[src/rtl/core/max_profit_k_trades_assert.svh]
`ifndef MAX_PROFIT_K_TRADES_ASSERT_SVH
`define MAX_PROFIT_K_TRADES_ASSERT_SVH

// same-cycle implication, checked out of reset
`define MPKT_ASSERT_IMP(label, ante, cons, msg) \
  label: assert property (@(posedge clk_i) disable iff (!rst_ni) (ante) |-> (cons)) \
    else $error(msg);

// next-cycle implication, checked out of reset
`define MPKT_ASSERT_NXT(label, ante, cons, msg) \
  label: assert property (@(posedge clk_i) disable iff (!rst_ni) (ante) |=> (cons)) \
    else $error(msg);

`endif

[src/rtl/core/mpkt_pkg.sv]
package mpkt_pkg;

  localparam int OUT_W  = 20;
  localparam int CFG_W  = 5;
  localparam int DATA_W = 32;
  localparam int ADDR_W = 3;
  localparam int IN_W   = 16;

  localparam logic [OUT_W-1:0] OUT_MAX = {OUT_W{1'b1}};

  // register indexes
  localparam int REG_MAX_TRANS = 0;

  localparam logic [CFG_W-1:0] MAX_TRANS_RST = 5'd2;

  typedef enum logic {
    ST_IDLE,
    ST_RUN
  } mpkt_state_e;

  // what the slice decided for one count of completed sales
  typedef struct packed {
    logic hold_wr;
    logic cash_wr;
    logic cash_ok;
  } mpkt_slice_ctl_t;

endpackage

[src/rtl/core/mpkt_slice.sv]
module mpkt_slice #(
  parameter int VAL_W = 22
) (
  input  logic signed [VAL_W-1:0] price_i,
  input  logic signed [VAL_W-1:0] cprev_i,
  input  logic                    cprev_ok_i,
  input  logic signed [VAL_W-1:0] hold_i,
  input  logic                    hold_ok_i,
  input  logic signed [VAL_W-1:0] cash_i,
  input  logic                    cash_ok_i,
  input  logic signed [VAL_W-1:0] best_i,
  output logic signed [VAL_W-1:0] buy_o,
  output logic signed [VAL_W-1:0] sell_o,
  output logic signed [VAL_W-1:0] best_o,
  output mpkt_pkg::mpkt_slice_ctl_t ctl_o
);
  import mpkt_pkg::*;

  logic signed [VAL_W-1:0] cash_new;

  always_comb begin
    buy_o  = cprev_i - price_i;
    sell_o = hold_i + price_i;

    ctl_o.hold_wr = cprev_ok_i && (!hold_ok_i || (buy_o > hold_i));
    ctl_o.cash_wr = hold_ok_i && (!cash_ok_i || (sell_o > cash_i));
    ctl_o.cash_ok = cash_ok_i || hold_ok_i;

    // fold the freshly settled cash entry into the running best
    cash_new = ctl_o.cash_wr ? sell_o : cash_i;
    best_o   = (ctl_o.cash_ok && (cash_new > best_i)) ? cash_new : best_i;
  end

endmodule

[src/rtl/core/max_profit_k_trades.sv]
// sequence: accept step, then one slice step per trade count up to the limit K and
//   a closing step, which registers the profit when the price was the last one
// a new price is taken only in idle, after the single shared slice has walked
//   the trade counts in turn; K is the limit in force when the price is taken;
//   a last price waits in the closing cycle while an earlier profit beat is stalled
// reset: tables empty (no cash but the zero entry, no holding), limit 2, no result
module max_profit_k_trades #(
  parameter int MAX_TRADES = 16,
  parameter int PRICE_BITS = 16
) (
  input  logic                           clk_i,
  input  logic                           rst_ni,
  input  logic                           psel,
  input  logic                           penable,
  input  logic                           pwrite,
  input  logic [mpkt_pkg::ADDR_W-1:0]    paddr,
  input  logic [mpkt_pkg::DATA_W-1:0]    pwdata,
  output logic [mpkt_pkg::DATA_W-1:0]    prdata,
  output logic                           pready,
  input  logic                           in_valid_i,
  output logic                           in_stall_o,
  input  logic [mpkt_pkg::IN_W-1:0]      price_i,
  input  logic                           last_i,
  output logic                           out_valid_o,
  input  logic                           out_stall_i,
  output logic [mpkt_pkg::OUT_W-1:0]     max_profit_o
);
  import mpkt_pkg::*;

  `include "max_profit_k_trades_assert.svh"

  localparam int CNT_W = $clog2(MAX_TRADES + 1);
  localparam int IDX_W = (MAX_TRADES > 1) ? $clog2(MAX_TRADES) : 1;
  localparam int VAL_W = PRICE_BITS + CNT_W + 1;
  localparam int EXT_W = VAL_W + OUT_W;
  localparam logic [31:0] PMASK = 32'((64'(1) << PRICE_BITS) - 64'(1));

  // configuration
  logic [CFG_W-1:0] max_trans_q;
  logic             reg_sel;

  assign pready  = 1'b1;
  assign reg_sel = (paddr[ADDR_W-1:2] == 1'(REG_MAX_TRANS));
  assign prdata  = reg_sel ? DATA_W'(max_trans_q) : '0;

  always_ff @(posedge clk_i or negedge rst_ni) begin
    if (!rst_ni) begin
      max_trans_q <= MAX_TRANS_RST;
    end else if (psel && penable && pwrite && pready && reg_sel) begin
      max_trans_q <= pwdata[CFG_W-1:0];
    end
  end

  // sequencer
  mpkt_state_e state_q, state_d;
  logic [CNT_W-1:0] t_q, k_q;
  logic             last_q;
  logic             accept, step_en, fin_load;
  logic             out_valid_q;
  logic [OUT_W-1:0] out_data_q;

  assign in_stall_o = (state_q != ST_IDLE);
  assign accept     = in_valid_i && (state_q == ST_IDLE);

  always_comb begin
    state_d  = state_q;
    step_en  = 1'b0;
    fin_load = 1'b0;
    case (state_q)
      ST_IDLE: begin
        if (in_valid_i) begin
          state_d = ST_RUN;
        end
      end
      ST_RUN: begin
        if (t_q != k_q) begin
          step_en = 1'b1;
        end else if (!last_q) begin
          state_d = ST_IDLE;
        end else if (!out_valid_q || !out_stall_i) begin
          fin_load = 1'b1;
          state_d  = ST_IDLE;
        end
      end
      default: begin
        state_d = ST_IDLE;
      end
    endcase
  end

  always_ff @(posedge clk_i or negedge rst_ni) begin
    if (!rst_ni) begin
      state_q <= ST_IDLE;
      t_q     <= '0;
      k_q     <= '0;
      last_q  <= 1'b0;
    end else begin
      state_q <= state_d;
      if (accept) begin
        t_q    <= '0;
        k_q    <= (int'(max_trans_q) > MAX_TRADES) ? CNT_W'(MAX_TRADES) : CNT_W'(max_trans_q);
        last_q <= last_i;
      end else if (step_en) begin
        t_q <= t_q + CNT_W'(1);
      end
    end
  end

  // tables: cash entry t+1 sits at cash_q[t], entry zero is always 0
  logic signed [VAL_W-1:0] cash_q [MAX_TRADES];
  logic signed [VAL_W-1:0] hold_q [MAX_TRADES];
  logic [MAX_TRADES-1:0]   cash_v_q, hold_v_q;
  logic signed [VAL_W-1:0] price_q, cprev_q, best_q;
  logic                    cprev_v_q;
  logic [31:0]             price_m;
  logic [IDX_W-1:0]        idx;

  logic signed [VAL_W-1:0] buy, sell, best_nxt;
  mpkt_slice_ctl_t         ctl;

  assign price_m = {16'b0, price_i} & PMASK;
  assign idx     = t_q[IDX_W-1:0];

  mpkt_slice #(
    .VAL_W(VAL_W)
  ) u_slice (
    .price_i   (price_q),
    .cprev_i   (cprev_q),
    .cprev_ok_i(cprev_v_q),
    .hold_i    (hold_q[idx]),
    .hold_ok_i (hold_v_q[idx]),
    .cash_i    (cash_q[idx]),
    .cash_ok_i (cash_v_q[idx]),
    .best_i    (best_q),
    .buy_o     (buy),
    .sell_o    (sell),
    .best_o    (best_nxt),
    .ctl_o     (ctl)
  );

  always_ff @(posedge clk_i) begin
    if (accept) begin
      price_q <= signed'(VAL_W'(price_m));
      cprev_q <= '0;
      best_q  <= '0;
    end else if (step_en) begin
      // old cash of the next count, read before this step overwrites it
      cprev_q <= cash_q[idx];
      best_q  <= best_nxt;
      if (ctl.hold_wr) begin
        hold_q[idx] <= buy;
      end
      if (ctl.cash_wr) begin
        cash_q[idx] <= sell;
      end
    end
  end

  always_ff @(posedge clk_i or negedge rst_ni) begin
    if (!rst_ni) begin
      cash_v_q  <= '0;
      hold_v_q  <= '0;
      cprev_v_q <= 1'b0;
    end else if (fin_load) begin
      cash_v_q <= '0;
      hold_v_q <= '0;
    end else if (accept) begin
      cprev_v_q <= 1'b1;
    end else if (step_en) begin
      cprev_v_q <= cash_v_q[idx];
      if (ctl.hold_wr) begin
        hold_v_q[idx] <= 1'b1;
      end
      if (ctl.cash_wr) begin
        cash_v_q[idx] <= 1'b1;
      end
    end
  end

  // result register with saturation to the output field
  logic [EXT_W-1:0] best_ext;
  logic [OUT_W-1:0] result;

  assign best_ext = {{OUT_W{1'b0}}, best_q};
  assign result   = (best_ext > EXT_W'(OUT_MAX)) ? OUT_MAX : best_ext[OUT_W-1:0];

  always_ff @(posedge clk_i or negedge rst_ni) begin
    if (!rst_ni) begin
      out_valid_q <= 1'b0;
    end else if (fin_load) begin
      out_valid_q <= 1'b1;
    end else if (!out_stall_i) begin
      out_valid_q <= 1'b0;
    end
  end

  always_ff @(posedge clk_i) begin
    if (fin_load) begin
      out_data_q <= result;
    end
  end

  assign out_valid_o  = out_valid_q;
  assign max_profit_o = out_data_q;

  `MPKT_ASSERT_IMP(a_step_in_range, state_q == ST_RUN, t_q <= k_q, "step count past limit")
  `MPKT_ASSERT_IMP(a_load_on_last, fin_load, last_q && (t_q == k_q), "result without last beat")
  `MPKT_ASSERT_NXT(a_clear_after_load, fin_load,
                   (cash_v_q == '0) && (hold_v_q == '0) && out_valid_q,
                   "tables not cleared after result")

endmodule
[config.mk]
export PLATFORM = sky130hd
export DESIGN_NAME = max_profit_k_trades
export DESIGN_NICKNAME = d
export VERILOG_FILES = /design/src/rtl/core/mpkt_pkg.sv /design/src/rtl/core/mpkt_slice.sv /design/src/rtl/core/max_profit_k_trades.sv
export VERILOG_INCLUDE_DIRS = /design/src /design/src/rtl/core
export SDC_FILE = /design/constraint.sdc
export NUM_CORES = 1
export LEC_CHECK = 0
export BUFFER_PORTS_ARGS = -buffer_cell sky130_fd_sc_hd__buf_2
export CAP_MARGIN = 20
export CORE_AREA = 2 2 263 265
export CTS_CLUSTER_SIZE = 14
export DETAILED_ROUTE_END_ITERATION = 7
export DIE_AREA = 0 0 265 267
export PLACE_DENSITY = 0.78
export SYNTH_ARGS = -nofsm -noshare
export SYNTH_HDL_FRONTEND = slang
export SYNTH_SLANG_ARGS = --single-unit
[constraint.sdc]
create_clock -name clk_i -period 24.3 [get_ports clk_i]
set_input_delay 6.075 -clock clk_i [delete_from_list [all_inputs] [get_ports clk_i]]
set_output_delay 6.075 -clock clk_i [all_outputs]
set_load 0.02 [all_outputs]
## After elaboration in Yosys (flattened, before gate mapping)

Memories as Yosys holds them, arrays and structs flattened.
Cells that the tools add are included.

- Add/sub/neg operators: 3
- Magnitude comparators: 7
- Equality and inequality tests: 3
- Mux-type cells: 42
- Bitwise operators: 5
- Reductions and logical operators: 24

Operators with widths:

| kind | number |
|---|---|
| 16-bit 2-to-1 mux | 8 |
| 22-bit greater-than comparator | 3 |
| 16-bit bitwise OR | 2 |
| 1-bit 2-to-1 mux | 25 |
| 22-bit by 17-bit adder with 22-bit output | 1 |
| 22-bit by 20-bit greater-than comparator with 1-bit output (second input constant) | 1 |
| 22-bit 2-to-1 mux | 1 |
| 22-bit by 17-bit subtractor with 22-bit output | 1 |
| 5-bit 2-to-1 mux | 4 |
| 1-bit binary-select mux with 4-bit select | 2 |
| 1-bit logical AND | 8 |
| 2-bit nonzero test | 4 |
| 3-bit AND reduction | 2 |
| 5-bit by 1-bit adder with 5-bit output (second input constant) | 1 |
| 5-bit greater-than comparator (second input constant) | 1 |
| 4-bit by 5-bit less-than comparator with 1-bit output (second input constant) | 1 |
| 5-bit inequality test | 1 |
| 1-bit demux with 4-bit select | 1 |
| 4-bit by 1-bit >= comparator with 1-bit output (second input constant) | 1 |
| 1-bit zero test | 4 |
| 1-bit logical OR | 4 |
| 2-bit by 1-bit inequality test with 1-bit output (second input constant) | 2 |
| 2-bit AND reduction | 2 |
| 1-bit NOT | 3 |
| 1-bit one-hot mux with 2 select lines | 1 |

- Register bits after elaboration: 131
- Memory bits (writable): 704
- Output and inout bits: 55
- Word-level logic and storage cells: 99
- Memories: 2

Memory list:

| name | words | width | read ports | clocked after memory_dff | wr ports | RTL line | text |
|---|---|---|---|---|---|---|---|
| cash_q | 16 | 22 | 1 | 0 | 1 | max_profit_k_trades.sv:110 | `logic signed [VAL_W-1:0] cash_q [MAX_TRADES];` |
| hold_q | 16 | 22 | 1 | 0 | 1 | max_profit_k_trades.sv:111 | `logic signed [VAL_W-1:0] hold_q [MAX_TRADES];` |

## Depth between registers and ports, before layout

Gate-level depths: netlist (run 1).

- Depth after elaboration: 9
- Gate-level depth with buffers: 39
- Gate-level depth less buffers: 30

## Modules after synthesis

From an unflattened synthesis (run 1), not the netlist that was laid out.

- Cell total of the unflattened synthesis: 2156
- Area, all modules: 36089.6 µm²

By module, submodules not included:

| module | times used | cells an instance | area each (µm²) |
|---|---|---|---|
| max_profit_k_trades | 1 | 1547 | 31741.7 |
| mpkt_slice | 1 | 609 | 4347.9 |

## Worst setup path after synthesis (run 1)

No wires, ideal clock.

- Path kind: input to output
- Start: input paddr[2] (netlist bit)
- End: output prdata[0] (netlist bit)
- Arrival: 6.379 ns
- Required time: 18.225 ns
- Slack: 11.846 ns
- Cell stages on the path: 1
- Buffers on the path: 0
- Path through: nor2b_1

- Longest elaborated chain between the ends: 1

RTL lines:

| element | RTL line | text |
|---|---|---|
| start, declared | max_profit_k_trades.sv:16 | `input logic [mpkt_pkg::ADDR_W-1:0] paddr,` |
| 5-bit 2-to-1 mux | max_profit_k_trades.sv:44 | `assign prdata = reg_sel ? DATA_W'(max_trans_q) : '0;` |
| end, declared | max_profit_k_trades.sv:18 | `output logic [mpkt_pkg::DATA_W-1:0] prdata,` |

Every way passes these cells.

## Final worst setup path (run 1)

- Start: input paddr[2] (netlist bit)
- End: output prdata[2] (netlist bit)

Same word-level chain as after synthesis.

==> results of run 1 <==
==> sequential cells by signal, indices dropped and copies added (netlist names), 5 cells and up <==
signal        count
max_trans_q       5
cash_v_q         16
t_q               5
cprev_q          22
max_profit_o     20
best_q           22
hold_q          352
k_q               5
hold_v_q         16
cash_q          352
price_q          16
==> path summary, 6_finish.rpt <==
path | endpoint | slack, ns | depth (start not counted)
min in group asynchronous | out_valid_o$_DFFE_PN0P_ | 5.54 | 2
max in group asynchronous | t_q[2]$_DFFE_PN0N_ | 18.25 | 2
setup reg to reg | best_q[10]$_SDFFE_PP0P_ | 13.68 | 28
hold reg to reg | cash_v_q[2]$_DFFE_PN0P_ | 0.47 | 1
setup / recovery | prdata[2] | 11.72 | 3
hold / removal | cash_v_q[2]$_DFFE_PN0P_ | 0.47 | 1
==> stage by stage <==
step	std cells	hold WS, ns	setup WS, ns	instance area [um^2]	util, %
global placement	2867	0.4534	11.75	36940	54.34
detailed placement	2873	0.4646	11.72	36990	54.40
CTS	3021	0.4732	11.72	39500	58.11
finish	3032	0.4726	11.72	39620	58.27
global route	3032	0.5089	11.68	39620	58.27
floorplan	1994	0.4444	11.85	35790	-
==> layout by cell type (no fill, tap or decap), types with 50 or more instances in the layout <==
| master | n |
|---|---|
| sky130_fd_sc_hd__edfxtp_1 | 740 |
| sky130_fd_sc_hd__mux4_2 | 225 |
| sky130_fd_sc_hd__inv_1 | 103 |
| sky130_fd_sc_hd__ha_1 | 102 |
| sky130_fd_sc_hd__clkbuf_16 | 83 |
| sky130_fd_sc_hd__buf_4 | 66 |
| sky130_fd_sc_hd__o21ai_0 | 56 |
| sky130_fd_sc_hd__buf_2 | 56 |
| sky130_fd_sc_hd__nand3_1 | 54 |
| sky130_fd_sc_hd__nor2_1 | 50 |
==> cell type report <==
type,instances,area (um^2)
flip-flops and latches,835,24390
fillers,4871,28370
repair buffers,125,830.8
clock inverters,37,316.6
clock buffers,111,2202
well taps,882,1104
inverters,104,390.4
multi-input cells,938,10380
==> kinds of logic after synthesis <==
group,Yosys count
simple gates,269
buf+inv,221
xor+xnor,40
mux,267
flops,835
fa+ha+maj,104
compound gates,230
other cells,2
==> routing by layer <==
| metal | routed length (um) | track usage, % |
|---|---|---|
| met4 | 3638 | 10.41 |
| met1 | 30390 | 30.39 |
| met5 | 0 | 0 |
| met3 | 6440 | 3.820 |
| met2 | 41060 | 39.63 |
==> impl_summary.md, run 1 <==
Synthesis
Of all cell types, the one taking the most synthesized area is sky130_fd_sc_hd__edfxtp_1. After synthesis, the share of cell area in mux cells is between 15 and 20%. After technology mapping, the gate count stands at between 1500 and 2000. The library cell with the highest instance count after synthesis is sky130_fd_sc_hd__edfxtp_1. The area share of the largest cell type after synthesis is between 60% and 70%.

The netlist uses 75 different library cells. Sorting the synthesized cells by area gives the leading types as sky130_fd_sc_hd__edfxtp_1 62%, sky130_fd_sc_hd__mux4_2 14%, sky130_fd_sc_hd__ha_1 3.6%. The mapped cell area is approximately 0.036 mm^2.

The number of warning messages in the yosys log is 0. By count the netlist is led by 740 x sky130_fd_sc_hd__edfxtp_1, 225 x sky130_fd_sc_hd__mux4_2, 103 x sky130_fd_sc_hd__inv_1. By area, the combinational part of the netlist is dominated by multiplexers.

The most common flop cell mapped by yosys is sky130_fd_sc_hd__edfxtp_1. The fraction of registers with async set or reset after synthesis is roughly 6%. The synthesized design contains 740 enable-type register cells.

After synthesis, the mean cell area works out to between 15 and 20 um^2. Counting flops and latches in the post-synthesis netlist gives roughly 840. The share of the Yosys chip area taken by registers is 68.30%. Summing the areas of all compound-gate instances in the mapped netlist gives 4.417% of the synthesized area. The area share of xor/xnor cells in the synthesized design is less than 1%. The fraction of the mapped netlist area in simple logic gates is 4.059%.

The post-synthesis adder-cell area fraction is between 3 and 4%.

Worst setup path
Traced cell by cell, the critical path runs through buf_2 > nor2b_1 > buf_2. The worst setup path is captured at a primary output. Along the worst path, the maximum fanout reaches 6. For the worst setup path, the data arrival time is about 6.5 ns. The startpoint identified for the worst register-to-register timing path is t_q[0]$_DFFE_PN0N_. STA puts the critical path data required time at between 15 and 20 ns. The family with the most delay on the worst path is buffers and inverters.

The startpoint class of the critical path is an input port. The largest single stage delay on the critical path is 0.18 ns. The critical-path cell with the highest stage delay is sky130_fd_sc_hd__buf_2.

The startpoint of the worst setup timing path is paddr[2]. The sum of buffers and inverters on the critical path is 2. The start-to-end type of the worst setup path is input port to primary output. The cell with the most instances on the worst path is sky130_fd_sc_hd__buf_2.

Global route
The residual overflow from global routing is 0. The initial antenna violation count is 0. The global-route wire length before repair is 121.7 mm. Entering global routing, the biggest net connects about 130 pins.

The via count of the first global-routing pass is slightly below 20000. In the global route stage, overall resource usage came out at 23.51%.

STA
In the final timing run, aggregate negative setup slack is 0 ns. The final hold violation count was 0. Setup violations remaining at the end of the flow were counted as 0. The post-route clock skew is about 0.028 ns. Of the available clock period, the critical path in the final layout requires approximately 52%.

Setup repair after global routing left no endpoint under its margin. At the pin with the least slew margin, the transition time is roughly 1.0 ns. The maximum clock frequency is slightly below 80 MHz. The number of slew-limit violations in the final report is 0. In this run the tightest slew margin relative to its limit is approximately 30%. The shortest clock period the worst path allows after layout is ~13 ns.

Status
The run finished with clean final reports.

Clock network
The clock latency at the later pin of the worst-skew pair is around 0.65 ns. The CTS root buffer is sky130_fd_sc_hd__clkbuf_16. The CTS tree is yes.

Gates resized during post-CTS repair numbered 0. In this run, post-CTS hold repair placed 0 buffers. The sink count of the clock tree is around 840.

In this run the number of H-tree levels came out at 3. The number of buffers inserted to repair setup after CTS is 0. The longest clock path from root to sink contains 3 buffers. The number of buffers added by the clock tree synthesis step is between 80 and 90. Clock-pin slew was measured on the worst setup and hold paths at 0.06 ns.

Drt
The post-detailed-route DRC marker count is 0. For this run, the detailed router's first-pass iteration total came to 5. Summed over all layers, the routed wires come to between 80 and 90 mm.

The number of nets with antenna violations after routing is 0. Dividing the detail-routed via count by the number of cells gives roughly 6.2. The routed layout has about 19000 vias. Dividing the detail-routed wire length by the instance count gives 26.89 um.

The detailed router's first-iteration violation count is slightly below 2000.

Floorplan
The overall die height is between 200 and 300 um. The number of primary I/O pins is around 110. The initial core utilization is 52.50%.

The area inside the core boundary is about 0.068 mm^2. The floorplan step defined a die boundary enclosing 0.07076 mm^2. The floorplan has 96 rows. The floorplan die width is between 200 and 300 um.

Min path
The path class of the tightest hold or removal check is flop to flop. The startpoint identified for the worst hold timing path is cash_v_q[2]$_DFFE_PN0P_.

Finish
The area growth from synthesis to layout is 10.99%. The net count reported at finish is 2249. The number of antenna diodes in the final layout is 0. Cells with a size suffix above 1 make up between 20% and 30% of the layout.

Placement
Routability-driven placement finished with a final weighted congestion of approximately 0.83. The total of buffers placed on input and output ports is 56. The detailed-placement wirelength estimate is 46.32 mm.

Job
The tool flagged a number of max-cap violations equal to 0.
Power of run 1 is not shown: default switching activity piles up to over one toggle a cycle in this logic, so the estimate is an artifact.
==> run 2, diff against run 1 <==
ABC_AREA = 1   (was not set)
CORE_AREA = 2 2 268 270   (was 2 2 263 265)
DIE_AREA = 0 0 270 272   (was 0 0 265 267)
clock period = 11.6 ns   (was 24.3 ns; I/O delays follow)
==> impl_summary.md, run 2 <==
Floorplan
The overall die area is 0.07344 mm^2 (+3.8%). The floorplan die width is 270 um (+1.9%). The initial core utilization is 52.49% (about the same). The area inside the core boundary is 0.07075 mm^2 (+4.1%). The number of primary I/O pins is 114 (unchanged). The overall die height is 272 um (+1.9%).

The number of core rows came to 98 (+2.1%).

Min path
The start point of the worst min-delay path is cprev_q[3]$_SDFFE_PP0P_. The path type of the worst min-delay path is flop to flop. The depth of the worst hold-timing path came to 2 (+1). For hold timing, the worst endpoint is cprev_q[3]$_SDFFE_PP0P_.

Worst setup path
The endpoint arrival time on the critical path is 10.08 ns (+3.58 ns). The critical path depth is 40 (+37). The sum of buffers and inverters on the critical path is 4 (+2).

The required time reported for the critical path endpoint is 12.14 ns (-6.08 ns). The setup slack of the most critical reg-to-reg path is 2.06 ns (-11.62 ns). The kind of cell with the highest combined delay along the critical path is simple AND/OR/NAND/NOR gates.

The startpoint identified for the worst register-to-register timing path is t_q[0]$_DFFE_PN0N_. STA classifies the critical path endpoint as a flop. The number of cells on the worst reg-to-reg path is 40 (+43%). The worst register-to-register path ends at best_q[7]$_SDFFE_PP0P_. The largest fanout on the critical path is 209 (+203). The worst setup path is of the flop to flop kind.

The largest stage delay on the critical path came to 1.02 ns (+0.84 ns). On the critical path, the stage with the largest delay is an instance of sky130_fd_sc_hd__dfrtp_4. STA classifies the critical path startpoint as a flop. Among the stages of the critical path, the cell type that occurs most often is sky130_fd_sc_hd__nand2_1.

Drt
The number of detailed-routing iterations run before antenna repair came to 6 (+1). The detailed router's first-iteration violation count is 3208 (+61%). The per-cell via count in the routed design was 5.769 (-7.1%). The via total after detailed routing was 25610 (+36%). The number of nets with antenna violations after routing came to 0 (unchanged). The average routed wire per standard cell came to 21.00 um (-22%). The post-detailed-route DRC marker count is 0 (unchanged). The final wirelength is 93.25 mm (+14%).

Placement
The detailed-placement wirelength estimate is 51.79 mm (+12%). The placer congestion estimate is 0.9389 (+12%). The total of buffers placed on input and output ports was 56 (unchanged).

Synthesis
The number of flops mapped to enable cells by yosys is 740 (unchanged). The synthesized design spends more area on one cell type than any other, namely sky130_fd_sc_hd__edfxtp_1. The post-synthesis area per instance is 10.94 um^2 (-40%). The area share of xor/xnor cells in the synthesized design is 0.9433% (-0.038 points). The library cell with the highest instance count after synthesis is sky130_fd_sc_hd__edfxtp_1. The flip-flop and latch count after synthesis is 835 (unchanged). The fraction of registers with async set or reset after synthesis came to 6.108% (unchanged). The commonest cells after synthesis are 740 x sky130_fd_sc_hd__edfxtp_1, 592 x sky130_fd_sc_hd__nand2_1, 394 x sky130_fd_sc_hd__nor2_1. The instance count of the mapped netlist is 3395 (+73%). The distinct cell type count of the synthesized netlist was 52 (-31%). The mapped cell area is 0.03714 mm^2 (+4.0%). The fraction of the mapped netlist area in simple logic gates is 13.47% (+9.4 points). The sequential share of the synthesized area is 65.65% (-2.7 points). The area fraction in compound gates after synthesis is 9.982% (+5.6 points).

The multiplexer area fraction after synthesis is 0% (-16 points). The post-synthesis adder-cell area fraction came to 3.544% (-0.14 points). The most common flop cell mapped by yosys is sky130_fd_sc_hd__edfxtp_1. The area share of the largest cell type after synthesis is 59.83% (-2.4 points). The dominant combinational cell family by area after synthesis is simple AND/OR/NAND/NOR gates. The number of warning messages in the yosys log is 0 (unchanged). Yosys attributes the largest share of cell area to sky130_fd_sc_hd__edfxtp_1 60%, sky130_fd_sc_hd__nand2_1 6.0%, sky130_fd_sc_hd__o21ai_0 4.6%.

Finish
The antenna diode count is 0 (unchanged). The fraction of layout cells with a size suffix above 1 is 8.596% (-16 points). The most common library cell in the layout ignoring fill and taps is sky130_fd_sc_hd__edfxtp_1. The net count reported at finish is 3598 (+60%).

The area growth from synthesis to layout is 9.437%. The largest registers in the layout are cash_q x352, hold_q x352. The top cell types in the final layout, fill and taps aside, are 740 x sky130_fd_sc_hd__edfxtp_1, 592 x sky130_fd_sc_hd__nand2_1, 391 x sky130_fd_sc_hd__nor2_1.

Clock network
The clock transition at the registers of the reported paths was 0.07 ns (about the same). The number of buffers added by the clock tree synthesis step is 77 (-6.1%). The number of buffers on the longest clock path is 3 (unchanged).

The number of buffers inserted to repair setup after CTS was 0 (unchanged). The number of hold-repair buffers added at the cts stage came to 0 (unchanged). The sink count of the clock tree is 835 (unchanged). The tree is rooted in a sky130_fd_sc_hd__clkbuf_16. The depth of the CTS H-tree is 3 (unchanged). TritonCTS built the clock tree.

The post-cts sizing count is 0 (unchanged). The clock latency at the later pin of the worst-skew pair was 0.64 ns (about the same).

Job
The reported max-cap violation count was 0 (unchanged).

Global route
The residual overflow from global routing is 0 (unchanged). The via count of the first global-routing pass is 24570 (+26%). The initial antenna violation count is 0 (unchanged). The maximum number of pins on one net before global-route repair came to 210 (+64%). The global-route wire length before repair is 139.8 mm (+15%).

The total routing resource utilization after global routing came to 24.99% (+1.5 points).

STA
Setup repair after global routing left no endpoint under its margin. The total negative setup slack was 0 ns (unchanged). The post-route clock skew is 0.03139 ns (+0.003849 ns). After layout, the worst path uses slightly above 80% of the clock period.

The routed design could run at a clock period as short as 9.541 ns. The slew at the pin closest to its max-slew limit came to 1.105 ns (+0.06940 ns). The number of slew-limit violations in the final report is 0 (unchanged). The maximum clock frequency is around 100 MHz. The final hold violation count is 0 (unchanged). The normalized max-slew margin is 26.11% (-4.4 points). The setup-violating endpoint count in the final report was 0 (unchanged).

Status
The run finished with clean final reports.
-- run 2: cell count changes in the layout (fill, tap and decap cells not counted), moves of 17 or more --
cell,before,now
sky130_fd_sc_hd__mux2_2,28,0
sky130_fd_sc_hd__o22ai_1,1,163
sky130_fd_sc_hd__a21oi_1,48,133
sky130_fd_sc_hd__nand3_1,54,118
sky130_fd_sc_hd__mux4_2,225,0
sky130_fd_sc_hd__nand4_1,15,51
sky130_fd_sc_hd__nand2_2,0,17
sky130_fd_sc_hd__nor2_1,50,391
sky130_fd_sc_hd__nand2_1,49,592
sky130_fd_sc_hd__a21o_1,36,4
sky130_fd_sc_hd__inv_1,103,305
sky130_fd_sc_hd__and3_1,26,1
sky130_fd_sc_hd__o21ai_1,1,30
sky130_fd_sc_hd__o21ai_0,56,340
-- run 2: worst max path at each step --
| stage | startpoint | end | slack, ns |
|---|---|---|---|
| after floorplan | t_q[0]$_DFFE_PN0N_ | best_q[14]$_SDFFE_PP0P_ | 5.29 |
| after global placement | t_q[0]$_DFFE_PN0N_ | best_q[13]$_SDFFE_PP0P_ | 2.56 |
| after detailed placement | t_q[0]$_DFFE_PN0N_ | best_q[1]$_SDFFE_PP0P_ | 2.33 |
| after CTS | t_q[0]$_DFFE_PN0N_ | best_q[7]$_SDFFE_PP0P_ | 2.34 |
| after global routing | t_q[0]$_DFFE_PN0N_ | best_q[4]$_SDFFE_PP0P_ | 1.48 |
| final | t_q[0]$_DFFE_PN0N_ | best_q[7]$_SDFFE_PP0P_ | 2.06 |
-- run 2: metal layers --
metal / share of wire [%] / wire length [um] / GRT usage [%]
met5: 0 / 0 / 0
met4: 4.6 / 4332 / 12.44
met3: 11 / 9960 / 4.135
met2: 47 / 43890 / 40.88
met1: 38 / 35070 / 32.56
-- run 2: cell type report --
cell class,instances,area [um^2]
flip-flops and latches,835,24390
multi-input cells,2061,10510
clock buffers,107,2131
repair buffers,131,900.9
fillers,5553,30110
well taps,950,1189
clock inverters,27,280.3
inverters,329,1250
-- run 2: worst register-to-register path, delay by kind of cell (launching register included) --
kind | cells | cell delay, ns
and+or+nand+nor | 27 | 3.78
DFF | 1 | 1.02
buffers and inverters | 4 | 2.01
adders and majority gates | 3 | 1.18
AOI/OAI and AO/OA | 6 | 1.46
-- run 2: per-stage QoR --
stage	instance area, um^2	hold WS [ns]	worst slack [ns]	utilization [%]	std cells
global placement	38110	0.4696	2.561	53.87	4293
finish	40640	0.4983	2.059	57.45	4440
detailed placement	38140	0.4725	2.333	53.90	4296
global route	40640	0.5107	1.477	57.45	4440
floorplan	37240	0.4322	5.291	-	3421
CTS	40550	0.4860	2.338	57.31	4430
-- run 2: logic make-up after synthesis --
logic type      after synthesis
fa+ha+maj                   104
xor+xnor                     40
buf+inv                     525
simple gates               1201
flops                       835
compound gates              688
other cells                   2
Power of run 2 is left out for the same reason.
